--- src/ogrc_pkg.sv ---
// ----------------------------------------------------------------------------
// ogrc_pkg
// shared types, codes and tables of the occupancy grid ray caster
// ----------------------------------------------------------------------------
package ogrc_pkg;

  typedef enum logic [1:0] {
    MODE_WRITE = 2'd0,
    MODE_RAY   = 2'd1,
    MODE_SWEEP = 2'd2,
    MODE_NONE  = 2'd3
  } mode_t;

  typedef enum logic [2:0] {
    CFG_GRID_WIDTH  = 3'd0,
    CFG_GRID_HEIGHT = 3'd1,
    CFG_CORNER_X    = 3'd2,
    CFG_CORNER_Y    = 3'd3,
    CFG_CELLS_PER_M = 3'd4,
    CFG_THRESHOLD   = 3'd5,
    CFG_MARCH_STEP  = 3'd6,
    CFG_SWEEP_INC   = 3'd7
  } cfg_idx_t;

  typedef enum logic [3:0] {
    ST_IDLE,
    ST_WRITE,
    ST_RAY_INIT,
    ST_CORDIC,
    ST_CONV_MUL,
    ST_CONV_CELL,
    ST_INDEX,
    ST_READ,
    ST_TEST,
    ST_STEP,
    ST_SQUARE,
    ST_SUM,
    ST_SQRT,
    ST_RAY_DONE,
    ST_OUT
  } state_t;

  typedef enum logic [3:0] {
    OP_NONE,
    OP_LOAD,
    OP_WRITE,
    OP_RAY_INIT,
    OP_CORDIC,
    OP_CONV_MUL,
    OP_CONV_CELL,
    OP_INDEX,
    OP_READ,
    OP_STEP,
    OP_SQUARE,
    OP_SUM,
    OP_SQRT,
    OP_RAY_DONE
  } op_t;

  typedef struct packed {
    logic cordic_last;
    logic in_map;
    logic blocked;
    logic sqrt_last;
    logic sweep_last;
  } stat_t;

  localparam logic [15:0] CORDIC_GAIN = 16'd39797;
  localparam logic [15:0] SWEEP_START = 16'd49152;
  localparam logic [17:0] SWEEP_SPAN  = 18'd32768;

  // arctangent of 2^-i in binary angle units
  function automatic logic [13:0] atan_lut(input logic [3:0] i);
    logic [13:0] v;
    unique case (i)
      4'd0:  v = 14'd8192;
      4'd1:  v = 14'd4836;
      4'd2:  v = 14'd2555;
      4'd3:  v = 14'd1297;
      4'd4:  v = 14'd651;
      4'd5:  v = 14'd326;
      4'd6:  v = 14'd163;
      4'd7:  v = 14'd81;
      4'd8:  v = 14'd41;
      4'd9:  v = 14'd20;
      4'd10: v = 14'd10;
      4'd11: v = 14'd5;
      4'd12: v = 14'd3;
      4'd13: v = 14'd1;
      4'd14: v = 14'd1;
      default: v = 14'd0;
    endcase
    return v;
  endfunction

endpackage

--- src/ogrc_ctrl.sv ---
// ----------------------------------------------------------------------------
// ogrc_ctrl
// sequencer: cell writes, ray setup, march loop, range and sweep bookkeeping
// ----------------------------------------------------------------------------
module ogrc_ctrl (
  input  logic            clk,
  input  logic            rst_n,
  input  logic            start,
  input  logic [1:0]      in_mode,
  input  ogrc_pkg::stat_t stat,
  output ogrc_pkg::op_t   op,
  output logic            busy,
  output logic            out_valid
);
  import ogrc_pkg::*;

  state_t state_r, state_nxt;
  logic   first_r, first_nxt;

  always_ff @(posedge clk) begin
    if (!rst_n) begin
      state_r <= ST_IDLE;
      first_r <= 1'b0;
    end else begin
      state_r <= state_nxt;
      first_r <= first_nxt;
    end
  end

  always_comb begin
    state_nxt = state_r;
    first_nxt = first_r;
    op        = OP_NONE;
    unique case (state_r)
      ST_IDLE: begin
        if (start) begin
          op = OP_LOAD;
          if (mode_t'(in_mode) == MODE_WRITE) begin
            state_nxt = ST_WRITE;
          end else if (mode_t'(in_mode) == MODE_RAY || mode_t'(in_mode) == MODE_SWEEP) begin
            state_nxt = ST_RAY_INIT;
          end
        end
      end
      ST_WRITE: begin
        op        = OP_WRITE;
        state_nxt = ST_IDLE;
      end
      ST_RAY_INIT: begin
        op        = OP_RAY_INIT;
        first_nxt = 1'b1;
        state_nxt = ST_CORDIC;
      end
      ST_CORDIC: begin
        op = OP_CORDIC;
        if (stat.cordic_last) state_nxt = ST_CONV_MUL;
      end
      ST_CONV_MUL: begin
        op        = OP_CONV_MUL;
        state_nxt = ST_CONV_CELL;
      end
      ST_CONV_CELL: begin
        op        = OP_CONV_CELL;
        state_nxt = ST_INDEX;
      end
      ST_INDEX: begin
        op = OP_INDEX;
        if (!stat.in_map) begin
          state_nxt = ST_RAY_DONE;
        end else if (first_r) begin
          first_nxt = 1'b0;
          state_nxt = ST_STEP;
        end else begin
          state_nxt = ST_READ;
        end
      end
      ST_READ: begin
        op        = OP_READ;
        state_nxt = ST_TEST;
      end
      ST_TEST: begin
        state_nxt = stat.blocked ? ST_SQUARE : ST_STEP;
      end
      ST_STEP: begin
        op        = OP_STEP;
        state_nxt = ST_CONV_MUL;
      end
      ST_SQUARE: begin
        op        = OP_SQUARE;
        state_nxt = ST_SUM;
      end
      ST_SUM: begin
        op        = OP_SUM;
        state_nxt = ST_SQRT;
      end
      ST_SQRT: begin
        op = OP_SQRT;
        if (stat.sqrt_last) state_nxt = ST_RAY_DONE;
      end
      ST_RAY_DONE: begin
        op        = OP_RAY_DONE;
        state_nxt = stat.sweep_last ? ST_OUT : ST_RAY_INIT;
      end
      ST_OUT: begin
        state_nxt = ST_IDLE;
      end
      default: begin
        state_nxt = ST_IDLE;
      end
    endcase
  end

  assign busy      = (state_r != ST_IDLE);
  assign out_valid = (state_r == ST_OUT);

  a_write_next: assert property (@(posedge clk) disable iff (!rst_n)
    (state_r == ST_IDLE && start && mode_t'(in_mode) == MODE_WRITE) |=> state_r == ST_WRITE)
    else $error("cell write not sequenced");

  a_test_after_read: assert property (@(posedge clk) disable iff (!rst_n)
    state_r == ST_TEST |-> $past(state_r) == ST_READ)
    else $error("cell test without a read");

  a_sweep_loop: assert property (@(posedge clk) disable iff (!rst_n)
    (state_r == ST_RAY_DONE && !stat.sweep_last) |=> state_r == ST_RAY_INIT)
    else $error("sweep ended early");

endmodule

--- config.mk ---
export PLATFORM = sky130hd
export DESIGN_NAME = ogrc_ctrl
export DESIGN_NICKNAME = d
export VERILOG_FILES = /design/src/ogrc_pkg.sv /design/src/ogrc_ctrl.sv
export SDC_FILE = /design/constraint.sdc
export NUM_CORES = 1
export LEC_CHECK = 0
export BUFFER_PORTS_ARGS = -buffer_cell sky130_fd_sc_hd__buf_2
export CAP_MARGIN = 20
export CORE_AREA = 5 5 42 44
export CTS_BUF_LIST = sky130_fd_sc_hd__clkbuf_8
export CTS_CLUSTER_SIZE = 8
export DETAILED_ROUTE_END_ITERATION = 6
export DIE_AREA = 0 0 47 49
export PLACE_DENSITY = 0.71
export SYNTH_ARGS = -nofsm -noshare
export SYNTH_HDL_FRONTEND = slang
export SYNTH_SLANG_ARGS = --single-unit
--- constraint.sdc ---
create_clock -name clk -period 4.35 [get_ports clk]
set_clock_uncertainty 0.2 [all_clocks]
set_input_delay 0 -clock clk [delete_from_list [all_inputs] [get_ports clk]]
set_output_delay 0 -clock clk [all_outputs]
set_load 0.1 [all_outputs]
### Word-level counts from Yosys, hierarchy flattened

Cells that the tools add are included.

| operators by class | value |
|---|---|
| reductions and logical operators | 7 |
| eq/ne operators | 21 |
| muxes and demuxes | 14 |

Operators with widths:

| kind | count |
|---|---|
| $pmux W4 S13 | 2 |
| $mux W4 | 8 |
| $eq A4 B4 Y1 const B | 7 |
| $eq A4 B3 Y1 const B | 4 |
| $eq A4 B2 Y1 const B | 2 |
| $ne A2 B2 Y1 const B | 4 |
| $eq A4 B1 Y1 const B | 1 |
| $logic_not A4 Y1 | 1 |
| $reduce_and A4 Y1 | 1 |
| $reduce_bool A4 Y1 | 1 |
| $ne A3 B3 Y1 const B | 1 |
| $eq A2 B1 Y1 const B | 1 |
| $eq A2 B2 Y1 const B | 1 |
| $logic_not A2 Y1 | 1 |
| $mux W1 | 2 |
| $mux W2 | 1 |
| $pmux W1 S2 | 1 |
| $reduce_and A2 Y1 | 1 |
| $reduce_bool A2 Y1 | 1 |
| $logic_or A1 B1 Y1 | 1 |

| word-level totals | value |
|---|---|
| flip-flop bits (word level) | 5 |
| output and inout port bits | 6 |

### Logic depth before layout (Yosys ltp)

| depth | value |
|---|---|
| depth in word-level cells | 6 |
| gate-level depth with buffers | 5 |

### Least setup slack after synthesis

OpenSTA, ideal clock, no wires.

| timing path | value |
|---|---|
| kind | register to output |
| start | register state_r[2] |
| end | output op[0] |
| slack | 1.143 ns |
| stages on the path, launching flop included | 5 |
| required time | 4.150 ns |
| arrival time | 3.007 ns |
| path through | dfxtp_1 buf_6 clkbuf_1 nor3_1 o31ai_1 |

| between the ends | value |
|---|---|
| cells in the longest elaborated chain, start to end | 2 |
| elaborated cells on any way between the ends | 14 |

RTL lines:

| what | RTL line | text |
|---|---|---|
| start: declaration | ogrc_ctrl.sv:17 | `state_t state_r, state_nxt;` |
| start signal: assignment | ogrc_ctrl.sv:25 | `state_r <= state_nxt;` |
| $eq A4 B4 Y1, or another cell as far along | ogrc_ctrl.sv:34 | `unique case (state_r)` |
| $pmux W4 S13 * | ogrc_ctrl.sv:34 |  |
| end: declaration | ogrc_ctrl.sv:11 | `output ogrc_pkg::op_t op,` |

Mark *: on every way between the ends. The rest lies on a longest branch, timed or not.

### Final worst setup path

| timing path | value |
|---|---|
| start | register state_r[3] |
| end | register state_r[2] |

| between the ends | value |
|---|---|
| cells in the longest elaborated chain, start to end | 3 |
| elaborated cells on any way between the ends | 19 |

RTL lines:

| what | RTL line |
|---|---|
| $eq A4 B2 Y1, or another cell as far along | ogrc_ctrl.sv:34 |
| $ne A2 B2 Y1 (no line) / $ne A3 B3 Y1 (equally long branches) | n/a |
| $reduce_and A4 Y1 (no line) | n/a |

Several ways; a longest one is shown, not always the timed one.
A chain may end at the register's enable or synchronous reset.

==> impl_metrics.tcl <==
set metrics [dict create \
    syn_avg_cell_area_sq_um 7.00 \
    leakage_nw 0.264 \
    vias_per_cell 5.41 \
    setup_viol 0 \
    io_buffers 15 \
    drcViolationCount 0 \
    ant_nets 0 \
    drive_gt1_share_pct 25.0 \
    min_path_cells 5 \
    ir_drop_uv 183 \
    areaGrowthSynthToFinish_pct 29.7 \
    slowest_delay_ps 690 \
    path_clk_slew_ps 30 \
    worstMarginPinSlew_ps 604 \
    min_from "stat[3]" \
    cts_tree "done" \
    cp_data_required_time_ps 4310 \
    wl_um 1290 \
    grt_max_degree 22 \
    comb_power_share_pct 42.3 \
    synthesis.area_sq_um 518 \
    hpwl_um 927 \
    die_w_um 47 \
    async_reset_ff_share_pct 0 \
    grt_usage_pct 11.9 \
    core-area_sq_mm 0.00140 \
    synth_area_leaders "dfxtp_1 (19%), nand2_1 (6.5%), o21ai_0 (5.8%), nand2b_1 (4.8%), a21boi_0 (4.3%)" \
    final_util_pct 47.9 \
    hold_slack_ps 62.3 \
    wl_met1_um 585 \
    route.vias.total 584 \
    design_area_sq_um 672 \
    drt_iter0_drc 28 \
    num_rows 14 \
    post_cts_resize_count 0 \
    initial_utilization_pct 37.0 \
    startpoint_type "flip-flop" \
    grt_pass1_wl_um 2040 \
    path_cells "nand2_1 -> nor3_1 -> nand2_1 -> dlygate4sd3_1 -> o21ai_1 -> dlygate4sd3_1" \
    root_buffer "clkbuf_8" \
    cts_sinks 5 \
    layout_commonest_cell "buf_2" \
    reg2reg_slack_ps 1730 \
    maxCapViolations 0 \
    status "complete, no violations" \
    post-route-period-util_pct 60.3 \
    swShare_pct 43.2 \
    ys_seq_area_share_pct 19.3 \
    cts_buffers 3 \
    die_h_um 49 \
    synth_edf_count 0 \
    h-tree-depth 1 \
    place_ws_ps 2520 \
    yosysUniqueCellTypes 37 \
    post_drt_wl_per_cell_um 12.0 \
    netlist_instances 74 \
    antenna_cells 0 \
    worstSetupEndpointType "flip-flop" \
    regToRegEndpoint "state_r[2]$_SDFFE_PN0P_" \
    power.internal_uw 141 \
    max_slew_margin_pct 59.7 \
    max_freq_ghz 0.382 \
    grt_overflow_total 0 \
    final_hold_viol_count 0 \
    gp_congestion 0.760 \
    maxSlewViolCount 0 \
    antenna_found_initial 0 \
    setup.worst_path.class "reg -> reg" \
    power.switching_uw 107 \
    rr_startpoint "state_r[3]$_SDFFE_PN0P_" \
    p_per_area_mw_per_mm2 370 \
    p_clk_share_pct 33.4 \
    ios 16 \
    firstDrtPassIters 4 \
    wl_met2_um 550 \
    synth_area_leader_cell "dfxtp_1" \
    synthFlopType "dfxtp_1" \
    grt_pass1_vias 470 \
    yosys_warnings 0 \
    crit_fanout 21 \
    rsz0062_at_grt "false" \
    layout_common_cells "buf_2 (15), nand2_1 (9), o21ai_0 (6), nor2_1 (6)" \
    reg2reg_depth 6 \
    critPathArrivalTime_ps 2590 \
    layout_setup_ws_ps 1730 \
    p_seq_share_pct 24.2 \
    dpl_cell_area_sq_um 577 \
    clock_latency_ps 220 \
    fin_nets 103 \
    max-clock-path-buffers 2 \
    top_layer "met4" \
    die_area_sq_mm 0.00230 \
    whs_endpoint "first_r$_SDFFE_PN0P_" \
    layout_min_cycle_time_ps 2620 \
    ys_seq_elements 5 \
    tns_ps 0 \
    hp-class "in -> reg" \
    wl_met3_um 131 \
    cp_slowest_cell "dfxtp_1" \
    synth_top_area_share_pct 19.3 \
    synth_nets 84 \
]
## repair_timing
item	4_1_cts	5_1_grt
hold buffers	5	0
endpoints found under the hold margin	5	0
setup buffers	0	0
## per-stage QoR
step / power, mW / instances
floorplan: 0.147 / 74
global placement: 0.163 / 99
detailed placement: 0.163 / 99
CTS: 0.252 / 108
global route: 0.264 / 108
finish: 0.248 / 108
## final cells by class
class	instances	area [sq um]
clock buffers	3	41.3
multi-input cells	62	378
clock inverters	1	3.75
fillers	144	729
well taps	16	20.0
repair buffers	20	125
inverters	1	3.75
flip-flops and latches	5	100
## cells in the mapped netlist (all sizes together) (2+ instances only)
cell type  n
or4        2
buf        5
dfxtp      5
a21oi      3
a21boi     4
nor2       6
nand3      2
nand2      9
or2        2
nor3       3
and2       2
o31ai      2
nand2b     4
and3       2
o21ai      7
## worst max-delay path, delay by kind of cell (launching register included)
family / cells / cell delay (ps)
AO/OA/AOI/OAI: 1 / 80
flip-flops: 1 / 690
AND/OR/NAND/NOR: 3 / 480
buffers and inverters: 2 / 1100
## worst max-delay path by stage
stage,startpoint,endpoint,slack (ps),cells after the start
finish,state_r[3]$_SDFFE_PN0P_,state_r[2]$_SDFFE_PN0P_,1730,6
global route,state_r[3]$_SDFFE_PN0P_,state_r[2]$_SDFFE_PN0P_,1560,6
CTS,state_r[3]$_SDFFE_PN0P_,state_r[2]$_SDFFE_PN0P_,1790,6
detailed placement,state_r[2]$_SDFFE_PN0P_,op[2],2520,3
global placement,state_r[2]$_SDFFE_PN0P_,op[2],2520,3
floorplan,state_r[2]$_SDFFE_PN0P_,op[0],1140,4
## logic make-up after synthesis
logic type      count (synthesis)  share of synthesized area (%)
flops                           5                           19.3
buf+inv                         7                           7.73
compound gates                 23                           30.0
simple gates                   36                           37.2
xor+xnor                        1                           1.69
mux                             2                           4.11
## registers in the layout, summed over array words and instances, names as in the netlist
name / flops
first_r: 1
state_r: 4
## routing by layer
metal	vias to the layer above	global-route usage [%]
met3	2	2.21
met4	0	6.91
met2	24	14.3
met1	255	18.7
met5	-	0
li1	303	-
## power by group through the flow
stage / Combinational, mW / Clock [mW] / Sequential, mW
finish: 0.105 / 0.0831 / 0.0602
floorplan: 0.0933 / 0 / 0.0539
global route: 0.112 / 0.0904 / 0.0617
detailed placement: 0.103 / 0 / 0.0607
CTS: 0.105 / 0.0863 / 0.0601
global placement: 0.103 / 0 / 0.0608
Power figures use the tool's default switching activity.
